===== config.mk =====
export PLATFORM = sky130hd
export DESIGN_NAME = http_request_stream_parser
export DESIGN_NICKNAME = d
export VERILOG_FILES = /design/src/hrsp_pkg.sv /design/src/http_request_stream_parser.sv /design/src/hrsp_cfg.sv
export SDC_FILE = /design/constraint.sdc
export NUM_CORES = 1
export LEC_CHECK = 0
export BUFFER_PORTS_ARGS = -buffer_cell sky130_fd_sc_hd__buf_2
export CELL_PAD_IN_SITES_DETAIL_PLACEMENT = 1
export CELL_PAD_IN_SITES_GLOBAL_PLACEMENT = 1
export CORE_MARGIN = 1
export CORE_UTILIZATION = 39
export CTS_CLUSTER_SIZE = 12
export DETAILED_ROUTE_END_ITERATION = 8
export MAX_ROUTING_LAYER = met4
export PLACE_DENSITY = 0.7
export SLEW_MARGIN = 5
export SYNTH_ARGS = -nofsm -noshare
export SYNTH_HDL_FRONTEND = slang
export SYNTH_SLANG_ARGS = --single-unit

===== constraint.sdc =====
create_clock -name clk_i -period 13.9 [get_ports clk_i]
set_clock_uncertainty 0.2 [all_clocks]
set_input_delay 0 -clock clk_i [delete_from_list [all_inputs] [get_ports clk_i]]
set_output_delay 0 -clock clk_i [all_outputs]
set_load 0.005 [all_outputs]

===== src/hrsp_pkg.sv =====
// ----------------------------------------------------------------------------
// HTTP request stream parser package
// Shared types, event and error codes, and limits for the request parser.
// ----------------------------------------------------------------------------
package hrsp_pkg;

  localparam int unsigned MaxHeaders = 64;
  localparam int unsigned OffsetBits = 16;
  localparam int unsigned LengthBits = 32;

  typedef enum logic [3:0] {
    EV_NONE     = 4'd0,
    EV_METHOD   = 4'd1,
    EV_URI      = 4'd2,
    EV_VERSION  = 4'd3,
    EV_HEADER   = 4'd4,
    EV_HDR_END  = 4'd5,
    EV_BODY     = 4'd6,
    EV_COMPLETE = 4'd7,
    EV_ERROR    = 4'd8
  } event_e;

  typedef enum logic [2:0] {
    ERR_NONE        = 3'd0,
    ERR_METHOD      = 3'd1,
    ERR_VER_MALFORM = 3'd2,
    ERR_VER_UNKNOWN = 3'd3,
    ERR_HEADERS     = 3'd4,
    ERR_CHUNK       = 3'd5
  } error_e;

  typedef enum logic [1:0] {
    KIND_STREAM  = 2'd0,
    KIND_LENGTH  = 2'd1,
    KIND_CHUNKED = 2'd2
  } kind_e;

  // Configuration register indexes.
  localparam logic [0:0] RegHeaderLimit = 1'b0;

  // Keyword byte for method m at position p (zero where past its end).
  function automatic logic [7:0] kw_char(input logic [3:0] m, input logic [3:0] p);
    logic [8*8-1:0] s;
    logic [3:0]     n;
    s = '0;
    n = 4'd0;
    unique case (m)
      4'd0: begin s = {"GET ", 32'h0};     n = 4'd4; end
      4'd1: begin s = {"POST ", 24'h0};    n = 4'd5; end
      4'd2: begin s = {"PUT ", 32'h0};     n = 4'd4; end
      4'd3: begin s = {"PATCH ", 16'h0};   n = 4'd6; end
      4'd4: begin s = {"HEAD ", 24'h0};    n = 4'd5; end
      4'd5: begin s = {"DELETE ", 8'h0};   n = 4'd7; end
      4'd6: begin s = "CONNECT ";          n = 4'd8; end
      4'd7: begin s = "OPTIONS ";          n = 4'd8; end
      4'd8: begin s = {"TRACE ", 16'h0};   n = 4'd6; end
      default: begin s = '0; n = 4'd0; end
    endcase
    if (p < n) kw_char = s[63 - 8*p[2:0] -: 8];
    else kw_char = 8'h00;
  endfunction

  function automatic logic [3:0] kw_len(input logic [3:0] m);
    unique case (m)
      4'd0, 4'd2: kw_len = 4'd4;
      4'd1, 4'd4: kw_len = 4'd5;
      4'd3, 4'd8: kw_len = 4'd6;
      4'd5:       kw_len = 4'd7;
      4'd6, 4'd7: kw_len = 4'd8;
      default:    kw_len = 4'd0;
    endcase
  endfunction

  function automatic logic [7:0] te_char(input logic [4:0] p);
    logic [17*8-1:0] s;
    s = "transfer-encoding";
    te_char = (p < 5'd17) ? s[135 - 8*p -: 8] : 8'h00;
  endfunction

  function automatic logic [7:0] cl_char(input logic [4:0] p);
    logic [14*8-1:0] s;
    s = "content-length";
    cl_char = (p < 5'd14) ? s[111 - 8*p -: 8] : 8'h00;
  endfunction

  function automatic logic [7:0] ch_char(input logic [2:0] p);
    logic [7*8-1:0] s;
    s = "chunked";
    ch_char = (p < 3'd7) ? s[55 - 8*p -: 8] : 8'h00;
  endfunction

  function automatic logic [7:0] lower(input logic [7:0] c);
    lower = (c >= "A" && c <= "Z") ? c + 8'd32 : c;
  endfunction

endpackage


===== src/http_request_stream_parser.sv =====
// Each result is registered and appears the cycle after its byte is accepted.
// Throughput: one byte per cycle unless the output stalls; state is one register stage.
// The output register holds a result until it is taken while the next byte is accepted.
// Reset clears the parse state to the start of a method and the header limit to 64.
// ----------------------------------------------------------------------------
// HTTP request stream parser
// Byte-wide HTTP/1.x request parser with header spans and body de-framing.
// ----------------------------------------------------------------------------
module http_request_stream_parser #(
  parameter int unsigned MAX_HEADERS = hrsp_pkg::MaxHeaders,
  parameter int unsigned OFFSET_BITS = hrsp_pkg::OffsetBits,
  parameter int unsigned LENGTH_BITS = hrsp_pkg::LengthBits
) (
  input  logic        clk_i,
  input  logic        rst_ni,
  input  logic        psel,
  input  logic        penable,
  input  logic        pwrite,
  input  logic [0:0]  paddr,
  input  logic [31:0] pwdata,
  output logic [31:0] prdata,
  output logic        pready,
  input  logic        in_valid_i,
  output logic        in_ready_o,
  input  logic [7:0]  data_byte_i,
  input  logic        new_request_i,
  output logic        out_valid_o,
  input  logic        out_ready_i,
  output logic [3:0]  event_res_o,
  output logic [3:0]  method_code_o,
  output logic        version_minor_o,
  output logic [2:0]  error_code_o,
  output logic [15:0] first_start_o,
  output logic [15:0] first_length_o,
  output logic [15:0] second_start_o,
  output logic [15:0] second_length_o,
  output logic [5:0]  header_index_o,
  output logic [1:0]  body_kind_o,
  output logic [31:0] content_length_o,
  output logic [7:0]  body_data_o
);
  localparam logic [OFFSET_BITS-1:0] OffMax = '1;
  localparam logic [LENGTH_BITS-1:0] LenMax = '1;
  localparam int unsigned HsBits = $clog2(MAX_HEADERS + 1);

  typedef enum logic [17:0] {
    PH_METHOD = 18'd1 << 0, PH_URI = 18'd1 << 1, PH_VERSION = 18'd1 << 2,
    PH_LINE_START = 18'd1 << 3, PH_LINE_CR = 18'd1 << 4, PH_NAME = 18'd1 << 5,
    PH_VALUE_LEAD = 18'd1 << 6, PH_VALUE = 18'd1 << 7, PH_BODY_STREAM = 18'd1 << 8,
    PH_BODY_LENGTH = 18'd1 << 9, PH_CHUNK_SIZE = 18'd1 << 10, PH_CHUNK_DATA = 18'd1 << 11,
    PH_CHUNK_CR = 18'd1 << 12, PH_CHUNK_LF = 18'd1 << 13, PH_LAST_CR = 18'd1 << 14,
    PH_LAST_LF = 18'd1 << 15, PH_DONE = 18'd1 << 16, PH_ERROR = 18'd1 << 17
  } phase_e;

  logic [8:0] limit;

  hrsp_cfg #(.MAX_HEADERS(MAX_HEADERS)) u_cfg (
    .clk_i, .rst_ni, .psel, .penable, .pwrite, .paddr, .pwdata, .prdata, .pready,
    .limit_o(limit)
  );

  // Parse state.
  phase_e                 phase_q, phase_d;
  logic [OFFSET_BITS-1:0] off_q, off_d, span_q, span_d, nend_q, nend_d;
  logic [OFFSET_BITS-1:0] vfirst_q, vfirst_d, vlast_q, vlast_d;
  logic [3:0]             kp_q, kp_d, meth_q, meth_d;
  logic                   ver_q, ver_d, dig_q, dig_d, cr_q, cr_d;
  logic [HsBits-1:0]      hs_q, hs_d;
  logic [6:0]             nmf_q, nmf_d;
  logic [4:0]             vmf_q, vmf_d;
  logic [1:0]             kind_q, kind_d;
  logic [LENGTH_BITS-1:0] acc_q, acc_d, left_q, left_d;

  // Result register.
  logic        ov_q;
  logic [3:0]  ev_q, ev_d, mc_q, mc_d;
  logic        vm_q, vm_d;
  logic [2:0]  ec_q, ec_d;
  logic [15:0] fs_q, fs_d, fl_q, fl_d, ss_q, ss_d, sl_q, sl_d;
  logic [5:0]  hi_q, hi_d;
  logic [1:0]  bk_q, bk_d;
  logic [31:0] cln_q, cln_d;
  logic [7:0]  bd_q, bd_d;

  logic accept;
  assign in_ready_o = !ov_q || out_ready_i;
  assign accept     = in_valid_i && in_ready_o;

  function automatic logic [15:0] f16(input logic [OFFSET_BITS-1:0] v);
    if (OFFSET_BITS > 16 && (v >> 16) != '0) f16 = 16'hFFFF;
    else f16 = 16'(v);
  endfunction

  function automatic logic [31:0] f32(input logic [LENGTH_BITS-1:0] v);
    if (LENGTH_BITS > 32 && (v >> 32) != '0) f32 = 32'hFFFF_FFFF;
    else f32 = 32'(v);
  endfunction

  // acc*base + d with saturation; base is 10 or 16.
  function automatic logic [LENGTH_BITS-1:0] sat_mac(input logic [LENGTH_BITS-1:0] a,
                                                     input logic hex, input logic [3:0] d);
    logic [LENGTH_BITS+4:0] p;
    if (hex) p = {a, 4'b0} + (LENGTH_BITS+5)'(d);
    else p = {a, 3'b0} + {a, 1'b0} + (LENGTH_BITS+5)'(d);
    sat_mac = (p[LENGTH_BITS+4:LENGTH_BITS] != '0) ? LenMax : p[LENGTH_BITS-1:0];
  endfunction

  function automatic logic [6:0] name_cmp(input logic [6:0] f, input logic [7:0] b);
    logic [4:0] p;
    logic       te, cl;
    logic [7:0] lb;
    p  = f[6:2];
    te = f[0];
    cl = f[1];
    lb = hrsp_pkg::lower(b);
    if (p >= 5'd17 || lb != hrsp_pkg::te_char(p)) te = 1'b0;
    if (p >= 5'd14 || lb != hrsp_pkg::cl_char(p)) cl = 1'b0;
    if (p < 5'd31) p = p + 5'd1;
    name_cmp = {p, cl, te};
  endfunction

  function automatic logic [4:0] hexv(input logic [7:0] b);
    if (b >= "0" && b <= "9") hexv = {1'b1, 4'(b - "0")};
    else if (b >= "a" && b <= "f") hexv = {1'b1, 4'(b - "a" + 8'd10)};
    else if (b >= "A" && b <= "F") hexv = {1'b1, 4'(b - "A" + 8'd10)};
    else hexv = 5'd0;
  endfunction

  // Per-byte next-state and result logic.
  always_comb begin
    logic [7:0]             b, c, kc;
    logic [OFFSET_BITS-1:0] o, co;
    logic                   name_te, name_cl, live, gap, do_val, is_colon;
    logic [2:0]             vp;
    logic [4:0]             h;
    logic [3:0]             m, p;
    b = data_byte_i;
    phase_d = phase_q; off_d = off_q; span_d = span_q; nend_d = nend_q;
    vfirst_d = vfirst_q; vlast_d = vlast_q; kp_d = kp_q; meth_d = meth_q;
    ver_d = ver_q; dig_d = dig_q; cr_d = cr_q; hs_d = hs_q; nmf_d = nmf_q;
    vmf_d = vmf_q; kind_d = kind_q; acc_d = acc_q; left_d = left_q;
    c = 8'd0; co = '0; do_val = 1'b0; kc = 8'd0; m = 4'd0; p = 4'd0; h = 5'd0;
    live = 1'b0; gap = 1'b0; vp = 3'd0; is_colon = 1'b0;
    name_te = 1'b0; name_cl = 1'b0;
    ev_d = hrsp_pkg::EV_NONE; mc_d = 4'd0; vm_d = 1'b0; ec_d = hrsp_pkg::ERR_NONE;
    fs_d = 16'd0; fl_d = 16'd0; ss_d = 16'd0; sl_d = 16'd0; hi_d = 6'd0;
    bk_d = 2'd0; cln_d = 32'd0; bd_d = 8'd0;

    if (new_request_i) begin
      phase_d = PH_METHOD; off_d = '0; kp_d = 4'd0; meth_d = 4'd0; ver_d = 1'b1;
      hs_d = '0; span_d = '0; nend_d = '0; vfirst_d = '0; vlast_d = '0;
      nmf_d = 7'd3; vmf_d = 5'd1; kind_d = 2'd0; acc_d = '0; dig_d = 1'b1;
      left_d = '0; cr_d = 1'b0;
    end
    o = off_d;

    unique case (phase_d)
      PH_METHOD: begin
        if (kp_d == 4'd0) begin
          kp_d = 4'd1;
          unique case (b)
            "G": meth_d = 4'd0;
            "P": meth_d = 4'd1;
            "H": meth_d = 4'd4;
            "D": meth_d = 4'd5;
            "C": meth_d = 4'd6;
            "O": meth_d = 4'd7;
            "T": meth_d = 4'd8;
            default: begin
              kp_d = 4'd0; phase_d = PH_ERROR;
              ev_d = hrsp_pkg::EV_ERROR; ec_d = hrsp_pkg::ERR_METHOD;
            end
          endcase
        end else begin
          m = meth_d;
          p = kp_d;
          if (p == 4'd1 && m == 4'd1) begin
            if (b == "U") m = 4'd2;
            else if (b == "A") m = 4'd3;
          end
          meth_d = m;
          kc = hrsp_pkg::kw_char(m, p);
          if (m > 4'd8 || p >= hrsp_pkg::kw_len(m) || b != kc) begin
            phase_d = PH_ERROR; ev_d = hrsp_pkg::EV_ERROR; ec_d = hrsp_pkg::ERR_METHOD;
          end else begin
            p = p + 4'd1;
            if (p == hrsp_pkg::kw_len(m)) begin
              ev_d = hrsp_pkg::EV_METHOD; mc_d = m; phase_d = PH_URI;
              span_d = (o < OffMax) ? o + 1'b1 : OffMax;
            end
            kp_d = p;
          end
        end
      end
      PH_URI: begin
        if (b == " ") begin
          ev_d = hrsp_pkg::EV_URI; fs_d = f16(span_d); fl_d = f16(o - span_d);
          phase_d = PH_VERSION; kp_d = 4'd0;
        end
      end
      PH_VERSION: begin
        p = kp_d;
        kp_d = p + 4'd1;
        if (p < 4'd7) begin
          kc = (p == 4'd0) ? "H" : (p == 4'd1 || p == 4'd2) ? "T" : (p == 4'd3) ? "P" :
               (p == 4'd4) ? "/" : (p == 4'd5) ? "1" : ".";
          if (b != kc) begin
            phase_d = PH_ERROR; ev_d = hrsp_pkg::EV_ERROR; kp_d = p;
            ec_d = (p == 4'd5) ? hrsp_pkg::ERR_VER_UNKNOWN : hrsp_pkg::ERR_VER_MALFORM;
          end
        end else if (p == 4'd7) begin
          if (b != "0" && b != "1") begin
            phase_d = PH_ERROR; ev_d = hrsp_pkg::EV_ERROR; kp_d = p;
            ec_d = hrsp_pkg::ERR_VER_UNKNOWN;
          end else begin
            ver_d = b[0];
          end
        end else if (p == 4'd8) begin
          if (b != 8'h0D) begin
            phase_d = PH_ERROR; ev_d = hrsp_pkg::EV_ERROR; kp_d = p;
            ec_d = hrsp_pkg::ERR_VER_MALFORM;
          end
        end else begin
          kp_d = p;
          if (b != 8'h0A) begin
            phase_d = PH_ERROR; ev_d = hrsp_pkg::EV_ERROR; ec_d = hrsp_pkg::ERR_VER_MALFORM;
          end else begin
            ev_d = hrsp_pkg::EV_VERSION; vm_d = ver_d; phase_d = PH_LINE_START;
          end
        end
      end
      PH_LINE_START: begin
        if (b == 8'h0D) begin
          phase_d = PH_LINE_CR;
        end else begin
          span_d = o; nmf_d = name_cmp(7'd3, b); phase_d = PH_NAME;
        end
      end
      PH_LINE_CR: begin
        if (b == 8'h0A) begin
          // End of the header block.
          if (hs_d == '0) begin
            kind_d = 2'd0; ev_d = hrsp_pkg::EV_COMPLETE; phase_d = PH_DONE;
          end else if (kind_d == hrsp_pkg::KIND_LENGTH) begin
            if (acc_d == '0) begin
              ev_d = hrsp_pkg::EV_COMPLETE; phase_d = PH_DONE;
            end else begin
              left_d = acc_d; phase_d = PH_BODY_LENGTH; ev_d = hrsp_pkg::EV_HDR_END;
            end
          end else if (kind_d == hrsp_pkg::KIND_CHUNKED) begin
            acc_d = '0; phase_d = PH_CHUNK_SIZE; dig_d = 1'b1; kp_d = 4'd0;
            left_d = '0; cr_d = 1'b0; ev_d = hrsp_pkg::EV_HDR_END;
          end else begin
            acc_d = '0; phase_d = PH_BODY_STREAM; ev_d = hrsp_pkg::EV_HDR_END;
          end
          bk_d = kind_d; cln_d = f32(acc_d);
        end else begin
          span_d = o - 1'b1; nmf_d = name_cmp(7'd3, 8'h0D); phase_d = PH_NAME;
          is_colon = 1'b1;
        end
      end
      PH_NAME: is_colon = 1'b1;
      PH_VALUE_LEAD, PH_VALUE: begin
        if (cr_d && b == 8'h0A) begin
          // Header line end.
          if (9'(hs_d) >= limit) begin
            phase_d = PH_ERROR; ev_d = hrsp_pkg::EV_ERROR; ec_d = hrsp_pkg::ERR_HEADERS;
          end else begin
            ev_d = hrsp_pkg::EV_HEADER; fs_d = f16(span_d); fl_d = f16(nend_d - span_d);
            if (phase_d == PH_VALUE) begin
              ss_d = f16(vfirst_d); sl_d = f16(vlast_d - vfirst_d + 1'b1);
            end else begin
              ss_d = f16(o - 1'b1);
            end
            hi_d = 6'(hs_d);
            name_te = nmf_d[0] && nmf_d[6:2] == 5'd17;
            name_cl = nmf_d[1] && nmf_d[6:2] == 5'd14;
            if (kind_d == 2'd0) begin
              if (name_te && vmf_d[0] && vmf_d[3:1] == 3'd7) kind_d = hrsp_pkg::KIND_CHUNKED;
              else if (name_cl && phase_d == PH_VALUE) kind_d = hrsp_pkg::KIND_LENGTH;
            end
            hs_d = hs_d + 1'b1;
            phase_d = PH_LINE_START;
          end
        end else begin
          // A held CR is value content; then the current byte.
          if (cr_d) begin
            c = 8'h0D; co = o - 1'b1; do_val = 1'b1; cr_d = 1'b0;
          end else if (b != 8'h0D && b != " " && b != 8'h09) begin
            c = b; co = o; do_val = 1'b1;
          end
        end
      end
      PH_BODY_STREAM: begin
        acc_d = (acc_d < LenMax) ? acc_d + 1'b1 : LenMax;
        ev_d = hrsp_pkg::EV_BODY; bk_d = kind_d; cln_d = f32(acc_d); bd_d = b;
      end
      PH_BODY_LENGTH: begin
        left_d = left_d - 1'b1;
        if (left_d == '0) begin
          ev_d = hrsp_pkg::EV_COMPLETE; phase_d = PH_DONE;
        end else begin
          ev_d = hrsp_pkg::EV_BODY;
        end
        bk_d = kind_d; cln_d = f32(acc_d); bd_d = b;
      end
      PH_CHUNK_SIZE: begin
        if (cr_d && b == 8'h0A) begin
          cr_d = 1'b0;
          if (kp_d == 4'd0) begin
            phase_d = PH_ERROR; ev_d = hrsp_pkg::EV_ERROR; ec_d = hrsp_pkg::ERR_CHUNK;
          end else if (left_d == '0) begin
            phase_d = PH_LAST_CR;
          end else begin
            phase_d = PH_CHUNK_DATA;
          end
        end else begin
          cr_d = (b == 8'h0D);
          h = hexv(b);
          if (dig_d && h[4]) begin
            left_d = sat_mac(left_d, 1'b1, h[3:0]); kp_d = 4'd1;
          end else begin
            dig_d = 1'b0;
          end
        end
      end
      PH_CHUNK_DATA: begin
        acc_d = (acc_d < LenMax) ? acc_d + 1'b1 : LenMax;
        left_d = left_d - 1'b1;
        ev_d = hrsp_pkg::EV_BODY; bk_d = kind_d; cln_d = f32(acc_d); bd_d = b;
        if (left_d == '0) phase_d = PH_CHUNK_CR;
      end
      PH_CHUNK_CR: begin
        if (b == 8'h0D) phase_d = PH_CHUNK_LF;
        else begin
          phase_d = PH_ERROR; ev_d = hrsp_pkg::EV_ERROR; ec_d = hrsp_pkg::ERR_CHUNK;
        end
      end
      PH_CHUNK_LF: begin
        if (b == 8'h0A) begin
          phase_d = PH_CHUNK_SIZE; dig_d = 1'b1; kp_d = 4'd0; left_d = '0; cr_d = 1'b0;
        end else begin
          phase_d = PH_ERROR; ev_d = hrsp_pkg::EV_ERROR; ec_d = hrsp_pkg::ERR_CHUNK;
        end
      end
      PH_LAST_CR: begin
        if (b == 8'h0D) phase_d = PH_LAST_LF;
        else begin
          phase_d = PH_ERROR; ev_d = hrsp_pkg::EV_ERROR; ec_d = hrsp_pkg::ERR_CHUNK;
        end
      end
      PH_LAST_LF: begin
        if (b == 8'h0A) begin
          ev_d = hrsp_pkg::EV_COMPLETE; phase_d = PH_DONE; bk_d = kind_d; cln_d = f32(acc_d);
        end else begin
          phase_d = PH_ERROR; ev_d = hrsp_pkg::EV_ERROR; ec_d = hrsp_pkg::ERR_CHUNK;
        end
      end
      PH_DONE, PH_ERROR: ;
      default: ;
    endcase

    // Name byte: colon ends the name, anything else extends the compare.
    if (is_colon) begin
      if (b == ":") begin
        name_cl = nmf_d[1] && nmf_d[6:2] == 5'd14;
        nend_d = o; vmf_d = 5'd1; cr_d = 1'b0;
        dig_d = name_cl && kind_d == 2'd0;
        phase_d = PH_VALUE_LEAD;
      end else begin
        nmf_d = name_cmp(nmf_d, b);
      end
    end

    // Value content byte (the held CR or the current byte), then a new CR is held.
    if (do_val) begin
      live = vmf_d[0];
      vp = vmf_d[3:1];
      gap = (phase_d == PH_VALUE) && vmf_d[4];
      if (gap) live = 1'b0;
      if (vp >= 3'd7 || hrsp_pkg::lower(c) != hrsp_pkg::ch_char(vp)) live = 1'b0;
      else vp = vp + 3'd1;
      vmf_d = {1'b0, vp, live};
      if (dig_d) begin
        if (gap || c < "0" || c > "9") dig_d = 1'b0;
        else acc_d = sat_mac(acc_d, 1'b0, 4'(c - "0"));
      end
      if (phase_d == PH_VALUE_LEAD) begin
        vfirst_d = co; phase_d = PH_VALUE;
      end
      vlast_d = co;
      // Current byte after a held CR.
      if (c == 8'h0D && co != o) begin
        if (b == 8'h0D) cr_d = 1'b1;
        else if (b == " " || b == 8'h09) vmf_d[4] = 1'b1;
        else begin
          live = vmf_d[0];
          vp = vmf_d[3:1];
          gap = vmf_d[4];
          if (gap) live = 1'b0;
          if (vp >= 3'd7 || hrsp_pkg::lower(b) != hrsp_pkg::ch_char(vp)) live = 1'b0;
          else vp = vp + 3'd1;
          vmf_d = {1'b0, vp, live};
          if (dig_d) begin
            if (gap || b < "0" || b > "9") dig_d = 1'b0;
            else acc_d = sat_mac(acc_d, 1'b0, 4'(b - "0"));
          end
          vlast_d = o;
        end
      end
    end else if ((phase_q == PH_VALUE_LEAD || phase_q == PH_VALUE || new_request_i)
                 && (phase_d == PH_VALUE_LEAD || phase_d == PH_VALUE) && !is_colon) begin
      if (b == 8'h0D) cr_d = 1'b1;
      else if ((b == " " || b == 8'h09) && phase_d == PH_VALUE) vmf_d[4] = 1'b1;
    end

    off_d = (o < OffMax) ? o + 1'b1 : OffMax;
  end

  // State registers advance on each accepted byte.
  always_ff @(posedge clk_i or negedge rst_ni) begin
    if (!rst_ni) begin
      phase_q <= PH_METHOD; off_q <= '0; span_q <= '0; nend_q <= '0;
      vfirst_q <= '0; vlast_q <= '0; kp_q <= 4'd0; meth_q <= 4'd0; ver_q <= 1'b1;
      dig_q <= 1'b1; cr_q <= 1'b0; hs_q <= '0; nmf_q <= 7'd3; vmf_q <= 5'd1;
      kind_q <= 2'd0; acc_q <= '0; left_q <= '0;
    end else if (accept) begin
      phase_q <= phase_d; off_q <= off_d; span_q <= span_d; nend_q <= nend_d;
      vfirst_q <= vfirst_d; vlast_q <= vlast_d; kp_q <= kp_d; meth_q <= meth_d;
      ver_q <= ver_d; dig_q <= dig_d; cr_q <= cr_d; hs_q <= hs_d; nmf_q <= nmf_d;
      vmf_q <= vmf_d; kind_q <= kind_d; acc_q <= acc_d; left_q <= left_d;
    end
  end

  // Output word register.
  always_ff @(posedge clk_i or negedge rst_ni) begin
    if (!rst_ni) begin
      ov_q <= 1'b0;
    end else if (accept) begin
      ov_q <= 1'b1;
    end else if (out_ready_i) begin
      ov_q <= 1'b0;
    end
  end

  always_ff @(posedge clk_i) begin
    if (accept) begin
      ev_q <= ev_d; mc_q <= mc_d; vm_q <= vm_d; ec_q <= ec_d; fs_q <= fs_d; fl_q <= fl_d;
      ss_q <= ss_d; sl_q <= sl_d; hi_q <= hi_d; bk_q <= bk_d; cln_q <= cln_d; bd_q <= bd_d;
    end
  end

  assign out_valid_o      = ov_q;
  assign event_res_o      = ev_q;
  assign method_code_o    = mc_q;
  assign version_minor_o  = vm_q;
  assign error_code_o     = ec_q;
  assign first_start_o    = fs_q;
  assign first_length_o   = fl_q;
  assign second_start_o   = ss_q;
  assign second_length_o  = sl_q;
  assign header_index_o   = hi_q;
  assign body_kind_o      = bk_q;
  assign content_length_o = cln_q;
  assign body_data_o      = bd_q;
endmodule


===== src/hrsp_cfg.sv =====
// ----------------------------------------------------------------------------
// HTTP request parser configuration port
// APB-style register file holding the header limit, clamped for use.
// ----------------------------------------------------------------------------
module hrsp_cfg #(
  parameter int unsigned MAX_HEADERS = hrsp_pkg::MaxHeaders
) (
  input  logic        clk_i,
  input  logic        rst_ni,
  input  logic        psel,
  input  logic        penable,
  input  logic        pwrite,
  input  logic [0:0]  paddr,
  input  logic [31:0] pwdata,
  output logic [31:0] prdata,
  output logic        pready,
  output logic [8:0]  limit_o
);
  logic [6:0] limit_q;

  // Register write at the access phase.
  always_ff @(posedge clk_i or negedge rst_ni) begin
    if (!rst_ni) begin
      limit_q <= 7'd64;
    end else if (psel && penable && pwrite && paddr == hrsp_pkg::RegHeaderLimit) begin
      limit_q <= pwdata[6:0];
    end
  end

  assign pready = 1'b1;
  assign prdata = (paddr == hrsp_pkg::RegHeaderLimit) ? {25'd0, limit_q} : 32'd0;

  // Clamp to 1..MAX_HEADERS.
  always_comb begin
    if (limit_q == 7'd0) limit_o = 9'd1;
    else if ({2'b0, limit_q} > 9'(MAX_HEADERS)) limit_o = 9'(MAX_HEADERS);
    else limit_o = {2'b0, limit_q};
  end
endmodule


==> reports/metrics.cfg <==
[outcome]
outcome=complete, no violations

[synth]
synth_ff_type=dfrtp_1
synth_area_per_cell_um2=7.781
synthArstFlopShare=0.6196
ys_ff_latch=326
syn_inst=3841
ys_types=106
yosys_warnings=0
ys_seq_area_frac=0.2940
synth_edf_count=124
syn_area_um2=29880

[layout]
post-route-util=0.4369
multi_input_area_um2=19590
fillers=9275
syn_to_final_growth_pct=10.86
nNetsFinal=4110
diodes=0
final-seq-area_um2=8787
drive_gt1_frac=0.1001

[global_route]
grt_usage=0.3119
grt_pass1_vias=30544
antenna_found_initial=0
grt_pass1_wl_um=185400
overflow=0
grt_max_degree=99

[place]
gp_congestion=0.9695
port_buffers=156
hpwl_um=86450

[routing]
via_per_inst=6.278
drc_errors=0
met2_length_um=57360
wl_met3_um=6577
wl_per_cell_um=24.68
wl_met1_um=53000
drt_pass1_iterations=8
drt_iter0_markers=2500
ant_nets=0
totalWireLength_um=120600
route.top_layer_used=met4
vias=30673

[power_and_ir_drop]
leakagePower_nw=13.74
seqPwrFrac=0.400
combPwrFrac=0.173
intPower_mw=1.842
switching_power_uw=833.3
max-vdd-ir-drop_mv=0.09661
swShare=0.3114
power.density_nw_per_um2=80.76
power.clock.fraction=0.427

[critical_path]
end_kind=register
critPathMaxFanout=31
slowest_delay_ns=0.76
cp.arrival_ns=8.87
cp_cell_sequence=nor2b_1 > ha_1 > nor4b_1 > nand4_1 > nand2_1 > inv_1 > ha_1 > nand2b_1 > o21ai_0 > a22oi_1 > ha_1 > nand2b_1 > a21oi_1 > nor2_1 > a21boi_0 > mux2_2 > nor4b_2 > a31oi_1 > or3_1 > or4_1 > a2111o_1 > o2111ai_2 > buf_4 > o31ai_1
crit_top_cell=ha_1
crit_type=register to register
cp-start-kind=register
crit_slowest_cell=nor2b_1
required_ns=14.14

[clock_network]
numCtsBuffers=42
clock_sinks=326
path_clk_slew_ns=0.06
clockBufferDepth=3
ctsRootBufferMaster=clkbuf_16
post_cts_buffers=0
cts_tree=built
cts_htree_levels=2
insertion_delay_ns=0.61

[floorplanning]
initial_core_util=0.3941
die_x_um=278.8
core_um2=75820
ios=208
die_y_um=278.8
placementRows=101
dieArea_um2=77740

[hold_path]
hp-class=input pin to register

[sta]
post-route-period-util=0.6209
post-route-min-period_ns=8.631
worst_slew_pin_slew_ns=1.233
maxSlewHeadroom=0.1723
fmax_ghz=0.1159
setup_tns_ns=0
setup_violations=0
hold_viol=0
slew_viol_final=0
rsz0062_at_grt=no

[run]
cap_viol_max_count=0

-- cells by family after synthesis --
logic type,Yosys count,synth area share
AND/OR/NAND/NOR,1548,0.2555
AO/OA/AOI/OAI,1215,0.2644
buffers and inverters,401,0.05556
flip-flops,326,0.2940
adder cells (fa/ha/maj),186,0.07913
XOR/XNOR,110,0.03224
multiplexers,53,0.01884
other,2,0.0002513
-- cells in the final DEF (no fill, tap or decap), types with 30 or more instances in the layout --
cell           Yosys  routed
a31oi_1           56      55
buf_2             25     154
nor2b_1          118     118
inv_1             87      86
nor4_1            44      40
nand4_1           41      41
o31ai_1           57      57
a21oi_1          244     242
ha_1             181     181
edfxtp_1         124     124
dfrtp_1          195     195
clkbuf_16          0      42
nor3_1           107     106
nor2_1           396     395
o22ai_1           35      35
buf_4             29      74
and2_1            43      43
nand3_1           86      86
a211oi_1          31      31
nand2b_1          48      48
dlygate4sd3_1      0      37
a21o_1            34      34
a22oi_1           46      46
and3_1            30      30
xor2_1            37      37
or3_1             39      39
xnor2_1           73      73
nand2_1          465     464
o21ai_0          368     368
o211ai_1          30      30
mux2i_1           36      36
-- layout make-up --
cell class / count / area share
inverters: 98 / 0.01141
clock buffers: 60 / 0.03467
repair buffers: 269 / 0.05344
flip-flops and latches: 326 / 0.2652
multi-input cells: 3138 / 0.5914
well taps: 978 / 0.03694
clock inverters: 17 / 0.006949
-- worst max-delay path, delay by kind of cell (launching register included) --
| kind | cells | cell delay (ns) |
|---|---|---|
| simple gates | 10 | 4.21 |
| compound gates | 8 | 1.81 |
| fa+ha+maj | 3 | 1.00 |
| flops | 1 | 0.34 |
| mux | 1 | 0.37 |
| buf+inv | 2 | 0.50 |
-- cells in the mapped netlist (44+ instances only) --
| master | number | area share |
|---|---|---|
| nor2b_1 | 118 | 0.025 |
| nor3_1 | 107 | 0.018 |
| nor2_1 | 396 | 0.050 |
| o31ai_1 | 57 | 0.014 |
| nand2_1 | 465 | 0.058 |
| edfxtp_1 | 124 | 0.12 |
| ha_1 | 181 | 0.076 |
| nand2b_1 | 48 | 0.010 |
| a31oi_1 | 56 | 0.012 |
| o21ai_0 | 368 | 0.062 |
| nor4_1 | 44 | 0.0092 |
| dfrtp_1 | 195 | 0.16 |
| a22oi_1 | 46 | 0.012 |
| a21oi_1 | 244 | 0.041 |
| nand3_1 | 86 | 0.014 |
| xnor2_1 | 73 | 0.021 |
| inv_1 | 87 | 0.011 |
| clkbuf_1 | 226 | 0.028 |
-- stage by stage --
step	cells	worst slack, ns	hold WS [ns]	area [um2]	total power, mW
after floorplan	3865	6.202	-0.4956	29980	1.366
after detailed placement	4771	5.519	-0.1869	31350	1.525
after global routing	4886	4.960	0.06095	33130	2.767
after CTS	4886	5.475	0.02359	33130	2.687
after global placement	4771	5.608	-0.1867	31350	1.519
final	4886	5.269	0.02828	33130	2.676
-- timing repair --
action | 4_1_cts | 5_1_grt
gates resized for setup | 0 | 0
hold endpoints to repair | 100 | 0
hold buffers | 38 | 0
-- power by group through the flow --
stage / logic (mW) / clock network, mW / registers (mW)
2_1_floorplan: 0.291 / 0 / 1.08
3_3_place_gp: 0.432 / 0 / 1.09
3_5_place_dp: 0.437 / 0 / 1.09
4_1_cts: 0.454 / 1.16 / 1.07
5_1_grt: 0.501 / 1.19 / 1.07
6_report: 0.462 / 1.14 / 1.07
-- final timing paths --
| kind | slack [ns] | end | startpoint | cells past startpoint |
|---|---|---|---|---|
| max | 5.27 | acc_q[9]$_DFFE_PN0P_ | kp_q[0]$_DFFE_PN0P_ | 24 |
| min | 0.03 | nmf_q[2]$_DFFE_PN0P_ | out_ready_i | 5 |
| max reg2reg | 5.27 | acc_q[9]$_DFFE_PN0P_ | kp_q[0]$_DFFE_PN0P_ | 24 |
| min reg2reg | 0.27 | vlast_q[5]$_DFFE_PN0P_ | vlast_q[5]$_DFFE_PN0P_ | 2 |
| max in group asynchronous | 11.21 | left_q[0]$_DFFE_PN0P_ | rst_ni | 5 |
| min in group asynchronous | 0.31 | u_cfg.limit_q[6]$_DFFE_PN1P_ | rst_ni | 3 |
-- registers in the layout, summed over array words and instances, names as in the netlist, 18 cells and up --
| register | cells |
|---|---|
| content_length_o | 32 |
| phase_q | 18 |
| acc_q | 32 |
| left_q | 32 |
-- per-layer routing --
metal,GRT usage,vias up
met5,-,-
met4,0.09651,0
met3,0.03983,191
met2,0.5093,920
met1,0.4009,15351
li1,-,14211
Note: power is estimated with default switching activity, not from simulation.
